### src/hdl/dsh_mul.sv
// Shared registered multiplier of the heightmap datapath.
// Used for the random offset, the corner heights and the divide by three.
// No dependencies.
`default_nettype none

module dsh_mul #(
   parameter int WIDTH = 18
) (
   input  wire logic                 clock,
   input  wire logic [WIDTH-1:0]     op_a,
   input  wire logic [WIDTH-1:0]     op_b,
   output logic      [2*WIDTH-1:0]   product
);

   logic [2*WIDTH-1:0] product_ff;

   // The product is registered before anything else uses it.
   always_ff @(posedge clock) begin
      product_ff <= op_a * op_b;
   end

   assign product = product_ff;

endmodule

`default_nettype wire

### config.mk
export PLATFORM = sky130hd
export DESIGN_NAME = dsh_mul
export DESIGN_NICKNAME = d
export VERILOG_FILES = /design/src/hdl/dsh_mul.sv
export SDC_FILE = /design/constraint.sdc
export NUM_CORES = 1
export LEC_CHECK = 0
export ABC_CLOCK_PERIOD_IN_PS = 13700
export BUFFER_PORTS_ARGS = -buffer_cell sky130_fd_sc_hd__clkbuf_2
export CAP_MARGIN = 25
export CORE_MARGIN = 1
export CORE_UTILIZATION = 35
export CTS_CLUSTER_DIAMETER = 40
export DETAILED_ROUTE_END_ITERATION = 16
export PLACE_DENSITY = 0.5
export SYNTH_ARGS = -nofsm -noshare
export SYNTH_HDL_FRONTEND = slang
export SYNTH_SLANG_ARGS = --single-unit
### constraint.sdc
create_clock -name clock -period 13.7 [get_ports clock]
set_input_delay 1.37 -clock clock [delete_from_list [all_inputs] [get_ports clock]]
set_output_delay 1.37 -clock clock [all_outputs]
set_load 0.01 [all_outputs]
==> reports/metrics.yaml, run 1 <==
cts:
  cts_tree: "done"
  clockBufferDepth: 2
  path_clk_slew_ps: 60
  cts_sinks: 36
  ctsResizeCount: 0
  numCtsBuffers: 5
  cts_hold_repair.buffers: 0
  cts_root_buf: "clkbuf_16"
  cts_setup_buffers: 0
  htree_num_levels: 2
synth:
  syn_avg_cell_area_um2: 8.88
  synth_mux_area_frac: 0
  synth_compound_area_frac: 0.0536
  ys_types: 43
  synthArstFlopShare: 0
  synth_seq_cells: 36
  synthXorXnorAreaFrac: 0.0246
  yosys.area_share.simple: 0.166
  ys.flop_type: "dfxtp_1"
  netlist_area_um2: 11400
  synth_top_family_by_area: "adder cells"
  synth-edff-count: 0
  yosys.area_share.adder: 0.570
  syn_inst: 1284
  synth-seq-area-share: 0.0632
  syn-num-nets: 1687
  yosys_warnings: 0
setup_path:
  critPathSlowestCell: "fa_1"
  path_depth: 21
  cp_top_family: "adder cells"
  crit_buf_inv: 6
  cp_cell_sequence: "clkbuf_2 -> nand2_1 -> fa_1 -> inv_1 -> fa_1 -> inv_1 -> fa_1 -> inv_1 -> fa_1 -> fa_1 -> inv_1 -> fa_1 -> inv_1 -> ha_1 -> a21oi_1 -> o22ai_1 -> a211oi_1 -> a31oi_1 -> a311oi_1 -> o21ai_0 -> xor2_1"
  crit_path_end: "product[33]$_DFF_P_"
  cp-startpoint: "op_a[7]"
  crit_path_frequent_cell: "fa_1"
  crit_type: "in -> reg"
  startpoint_type: "input port"
  end_kind: "register"
  slowest_delay_ps: 550
  worstPathArrival_ps: 7440
  required_ps: 13880
  critPathMaxFanout: 18
cells_and_area:
  n_fill_cell: 3346
  nets: 1716
  layout_common_cells: "inv_1 (322), fa_1 (256), nand2_1 (193), and2_1 (159), ha_1 (110)"
  multi_input_area_um2: 9290
  diodes: 0
  syn_to_final_growth_pct: 7.61
  seqCellArea_um2: 721
  finalCoreUtilization: 0.386
  largest_register_ffs: 36
  drive_above_1_share: 0.0640
  layout_commonest_cell: "inv_1"
floorplan:
  dieHeight_um: 183
  die_area_um2: 33300
  ioPinCount: 73
  num_rows: 65
  start_util: 0.359
  core_um2: 31800
  die_x_um: 183
drt:
  detail-route-antenna-nets: 0
  routed_wl_um: 29300
  vias_per_cell: 4.78
  wire_per_inst_um: 16.8
  firstDrtPassIters: 5
  drtIter0Drc: 354
  drcViolationCount: 0
  vias: 8351
grt:
  grt_max_degree: 19
  grt_pass1_wl_um: 47900
  antenna_found_initial: 0
  grt_pass1_vias: 8859
  grt_overflow: 0
  grt_usage: 0.188
sta:
  tightest_slew_ps: 603
  finalCritPeriodShare: 0.530
  fmax_mhz: 138
  finalHoldViolCount: 0
  period_needed_ps: 7260
  setup_viol: 0
  slew_viol_final: 0
  fin_setup_tns_ps: 0
  slew_headroom: 0.596
  rsz0062_at_grt: "false"
hold_path:
  min_from: "op_a[0]"
  hp-class: "in -> reg"
placement:
  hpwl_um: 24100
  port-buffer-count: 72
  gp_congestion: 0.862
status:
  run_status: "complete, no violations"
job:
  maxCapViolations: 0
## cells in the mapped netlist, types with 2 or more instances
master | number | area (um^2)
and3_1 | 3 | 18.8
o21bai_1 | 6 | 45.0
o21ai_0 | 14 | 70.1
nand2_1 | 193 | 724
a21oi_1 | 37 | 185
nand4_1 | 7 | 43.8
o211ai_1 | 5 | 37.5
inv_1 | 322 | 1210
a21o_1 | 11 | 82.6
nor2_1 | 10 | 37.5
xnor2_1 | 22 | 193
a211oi_1 | 3 | 22.5
clkbuf_1 | 49 | 184
dfxtp_1 | 36 | 721
o21a_1 | 2 | 15.0
nand3_1 | 3 | 15.0
ha_1 | 110 | 1380
xor2_1 | 10 | 87.6
a31oi_1 | 4 | 25.0
fa_1 | 256 | 5120
and2_1 | 159 | 995
## cells by family (layout without fill, tap and decap cells)
family,count (synthesis),count (layout)
and+or+nand+nor,383,383
buffers and inverters,372,401
AOI/OAI and AO/OA,95,95
adders and majority gates,366,366
DFF,36,36
xor gates and xnor gates,32,32
## worst min path at each step
stage / to / slack, ps / cells after the start
2_1_floorplan: product[0]$_DFF_P_ / 1500 / 1
3_3_place_gp: product[10] / 1760 / 1
3_5_place_dp: product[0] / 1760 / 1
4_1_cts: product[0]$_DFF_P_ / 1600 / 2
5_1_grt: product[0]$_DFF_P_ / 1640 / 2
6_report: product[0]$_DFF_P_ / 1590 / 2
## routing by layer
metal	share of wire	routed length [um]	global-route usage	vias up
li1	-	-	-	3814
met1	0.44	12900	0.248	4340
met2	0.51	14800	0.325	162
met3	0.032	926	0.0233	35
met4	0.022	657	0.0484	0
met5	0	0	0	-
## final cells by class
class                   count  area share
repair buffers             72      0.0294
well taps                 435      0.0443
clock buffers               7      0.0124
inverters                 322      0.0985
multi-input cells         876       0.757
flip-flops and latches     36      0.0587
## metrics by stage
step / hold slack, ps / instance area (um^2) / setup slack (ps) / std cells
2_1_floorplan: 1500 / 11400 / 6730 / 1284
5_1_grt: 1640 / 12300 / 6190 / 1748
4_1_cts: 1600 / 12300 / 6470 / 1748
3_5_place_dp: 1760 / 12100 / 6180 / 1741
3_3_place_gp: 1760 / 12100 / 6260 / 1741
6_report: 1590 / 12300 / 6440 / 1748
Power of run 1 is not shown: default switching activity piles up to over one toggle a cycle in this logic, so the estimate is an artifact.
==> run 2, diff against run 1 <==
- ABC_CLOCK_PERIOD_IN_PS: 13700 -> 7500
- clock period: 13.7 -> 7.5 ns (I/O delays scaled with it)
==> run 2 against run 1 <==
  * Design area increased by 0.44%
  * Setup slack worse by 5600 ps
  * Sequential cell count did not move
  * Routed wire length fell by 0.42%
  * Critical path depth unchanged
  * Global-route usage up 0.19 points
  * Non-clock buffer count up 8
  * Die area did not move
  * Highest routed layer unchanged
==> reports/metrics.yaml, run 2 (synthesized netlist as in run 1, its figures left out) <==
status:
  run_status: "complete, no violations"
sta:
  slew_viol_final: 0
  fmax_mhz: 150
  finalCritPeriodShare: 0.888
  finalHoldViolCount: 0
  setup_viol: 0
  tightest_slew_ps: 583
  slew_headroom: 0.609
  rsz0062_at_grt: "false"
  worst_slack_ps: 839
  period_needed_ps: 6660
  fin_setup_tns_ps: 0
setup_path:
  crit_path_frequent_cell: "fa_1"
  crit_type: "in -> reg"
  critPathMaxFanout: 18
  end_kind: "register"
  required_ps: 7680
  startpoint_type: "input port"
  path_depth: 21
  cp_top_family: "adder cells"
  slowest_delay_ps: 550
  critPathSlowestCell: "fa_1"
  crit_buf_inv: 6
  worstPathArrival_ps: 6840
  cp_cell_sequence: "clkbuf_2 -> nand2_1 -> fa_1 -> inv_1 -> fa_1 -> inv_1 -> fa_1 -> inv_1 -> fa_1 -> fa_1 -> inv_1 -> fa_1 -> inv_1 -> ha_1 -> a21oi_1 -> o22ai_1 -> a211oi_1 -> a31oi_1 -> a311oi_1 -> o21ai_0 -> xor2_1"
cts:
  htree_num_levels: 2
  path_clk_slew_ps: 70
  ctsResizeCount: 0
  cts_sinks: 36
  numCtsBuffers: 5
  cts_root_buf: "clkbuf_16"
  cts_setup_buffers: 0
  cts_tree: "done"
  cts_hold_repair.buffers: 0
  clockBufferDepth: 2
placement:
  port-buffer-count: 72
  gp_congestion: 0.874
  hpwl_um: 24400
  dp_cells: 1749
  pre_cts_slack_ps: 587
drt:
  wire_per_inst_um: 16.6
  drtIter0Drc: 457
  vias: 8342
  vias_per_cell: 4.75
  detail-route-antenna-nets: 0
  firstDrtPassIters: 5
  routed_wl_um: 29200
  drcViolationCount: 0
cells_and_area:
  multi_input_area_um2: 9290
  diodes: 0
  drive_above_1_share: 0.0688
  seqCellArea_um2: 721
  layout_common_cells: "inv_1 (322), fa_1 (256), nand2_1 (193), and2_1 (159), ha_1 (110)"
  final_cells: 1757
  syn_to_final_growth_pct: 8.09
  layout_commonest_cell: "inv_1"
  largest_register_ffs: 36
  n_fill_cell: 3297
  finalCoreUtilization: 0.388
  nets: 1724
grt:
  antenna_found_initial: 0
  grt_overflow: 0
  grt_pass1_wl_um: 48300
  grt_max_degree: 19
  grt_usage: 0.190
  grt_pass1_vias: 8948
floorplan:
  die_area_um2: 33300
  die_x_um: 183
  ioPinCount: 73
  num_rows: 65
  dieHeight_um: 183
  core_um2: 31800
  start_util: 0.359
hold_path:
  hp-class: "in -> reg"
  min_from: "op_b[0]"
  hold_depth: 2
  hold_end: "product[0]$_DFF_P_"
job:
  maxCapViolations: 0
## run 2: changes by cell type in the layout (fill, tap and decap cells not counted), sizes merged
cell / previous run / this run
buf: 0 / 8
clkbuf: 79 / 80
## run 2: layout make-up
type | count | area share
multi-input combinational | 876 | 0.753
inverter | 322 | 0.0981
sequential | 36 | 0.0585
tap | 435 | 0.0442
timing repair buffer | 80 | 0.0341
clock buffer | 8 | 0.0119
## run 2: metal layers
layer | up-vias | part of all wire | track usage
li1 | 3833 | - | -
met1 | 4312 | 0.43 | 0.246
met2 | 166 | 0.51 | 0.331
met3 | 31 | 0.043 | 0.0323
met4 | 0 | 0.017 | 0.0390
met5 | - | 0 | 0
## run 2: how the worst max path moves through the flow
| stage | from | end | slack [ps] |
|---|---|---|---|
| final | op_a[7] | product[33]$_DFF_P_ | 840 |
| after global routing | op_a[7] | product[33]$_DFF_P_ | 540 |
| after floorplan | op_b[9] | product[33]$_DFF_P_ | 1150 |
| after CTS | op_a[7] | product[33]$_DFF_P_ | 870 |
| after detailed placement | op_a[7] | product[33]$_DFF_P_ | 590 |
| after global placement | op_a[7] | product[33]$_DFF_P_ | 680 |
## run 2: through the flow
| stage | cell area [um^2] | hold WS (ps) |
|---|---|---|
| floorplan | 11400 | 877 |
| finish | 12300 | 992 |
| global route | 12300 | 1020 |
| global placement | 12200 | 1140 |
| CTS | 12300 | 980 |
| detailed placement | 12200 | 1140 |
Power of run 2 is left out for the same reason.
==> run 3, diff against run 2 <==
- CAP_MARGIN: 25 -> unset
- CTS_CLUSTER_SIZE: unset -> 25
- PLACE_DENSITY: 0.5 -> 0.59
==> run 3 against run 2 <==
  * Via count decreased by 0.94%
  * Maximum frequency increased by 0.90%
  * Critical path depth decreased by 1
  * Clock-buffer cell count decreased by 1
  * Final cell count decreased by 0.23%
  * Die area unchanged
  * Hold slack improved by 0.52 ps
  * First-iteration DRC count increased by 2.0%
  * Design area decreased by 0.13%
  * Setup slack improved by 59 ps
  * Core utilization decreased by 0.051 points
==> reports/metrics.yaml, run 3 (synthesized netlist as in run 1, its figures left out) <==
hold_path:
  hp-class: "in -> reg"
drt:
  wire_per_inst_um: 15.6
  vias: 8264
  detail-route-antenna-nets: 0
  routed_wl_um: 27400
  vias_per_cell: 4.71
  drtIter0Drc: 466
  drcViolationCount: 0
  firstDrtPassIters: 5
grt:
  grt_max_degree: 19
  grt_overflow: 0
  grt_pass1_vias: 8664
  grt_usage: 0.176
  antenna_found_initial: 0
  grt_pass1_wl_um: 45400
sta:
  finalCritPeriodShare: 0.880
  slew_viol_final: 0
  fmax_mhz: 151
  worst_slack_ps: 899
  rsz0062_at_grt: "false"
  period_needed_ps: 6600
  fin_setup_tns_ps: 0
  tightest_slew_ps: 641
  slew_headroom: 0.568
  finalHoldViolCount: 0
  setup_viol: 0
cts:
  cts_hold_repair.buffers: 0
  cts_tree: "done"
  clockBufferDepth: 2
  cts_sinks: 36
  cts_setup_buffers: 0
  path_clk_slew_ps: 60
  cts_root_buf: "clkbuf_16"
  ctsResizeCount: 0
  numCtsBuffers: 5
  htree_num_levels: 2
cells_and_area:
  drive_above_1_share: 0.0675
  syn_to_final_growth_pct: 7.94
  largest_register_ffs: 36
  diodes: 0
  layout_common_cells: "inv_1 (322), fa_1 (256), nand2_1 (193), and2_1 (159), ha_1 (110)"
  layout_commonest_cell: "inv_1"
  nets: 1721
setup_path:
  required_ps: 7680
  crit_path_end: "product[33]$_DFF_P_"
  end_kind: "register"
  critPathMaxFanout: 18
  crit_type: "in -> reg"
  cp-startpoint: "op_a[10]"
  worstPathArrival_ps: 6780
  startpoint_type: "input port"
placement:
  port-buffer-count: 72
  hpwl_um: 23300
  pre_cts_slack_ps: 655
  gp_congestion: 0.884
floorplan:
  ioPinCount: 73
  num_rows: 65
  die_area_um2: 33300
  die_x_um: 183
  dieHeight_um: 183
  core_um2: 31800
  start_util: 0.359
job:
  maxCapViolations: 0
status:
  run_status: "complete, no violations"
-- run 3: how the worst min path moves through the flow --
stage                         from                  to  slack (ps)  cells after the start
2_1_floorplan              op_a[0]  product[0]$_DFF_P_         880                      1
3_3_place_gp    product[5]$_DFF_P_          product[5]        1140                      1
3_5_place_dp   product[32]$_DFF_P_         product[32]        1140                      1
4_1_cts                    op_b[0]  product[0]$_DFF_P_         970                      2
5_1_grt                    op_b[0]  product[0]$_DFF_P_        1010                      2
6_report                   op_b[0]  product[0]$_DFF_P_         990                      2
-- run 3: area by class of cell --
type                    instances  area (um^2)
fillers                      3254        19500
multi-input cells             876         9290
inverters                     322         1210
flip-flops and latches         36          721
well taps                     435          544
repair buffers                 77          398
clock buffers                   7          153
-- run 3: routing by layer --
metal / part of all wire / GRT usage / routed length, um
met5: 0 / 0 / 0
met4: 0.018 / 0.0380 / 496
met3: 0.045 / 0.0299 / 1240
met2: 0.51 / 0.306 / 13800
met1: 0.43 / 0.228 / 11800
-- run 3: through the flow --
stage	std cells	hold WS [ps]	instance area [um^2]	utilization
global route	1753	1010	12300	0.387
global placement	1746	1140	12200	0.382
floorplan	1284	877	11400	-
CTS	1753	968	12300	0.387
detailed placement	1746	1140	12200	0.382
finish	1753	993	12300	0.387
-- run 3: critical path: stages --
cell and delay, ps:
clkbuf_2 290, and2_1 260, fa_1 530, inv_1 50
fa_1 470, inv_1 50, fa_1 480, fa_1 530
fa_1 490, inv_1 50, fa_1 470, inv_1 40
ha_1 360, a21oi_1 240, o22ai_1 130, a211oi_1 490
a31oi_1 270, a311oi_1 470, o21ai_0 180, xor2_1 160
Power of run 3 is left out for the same reason.
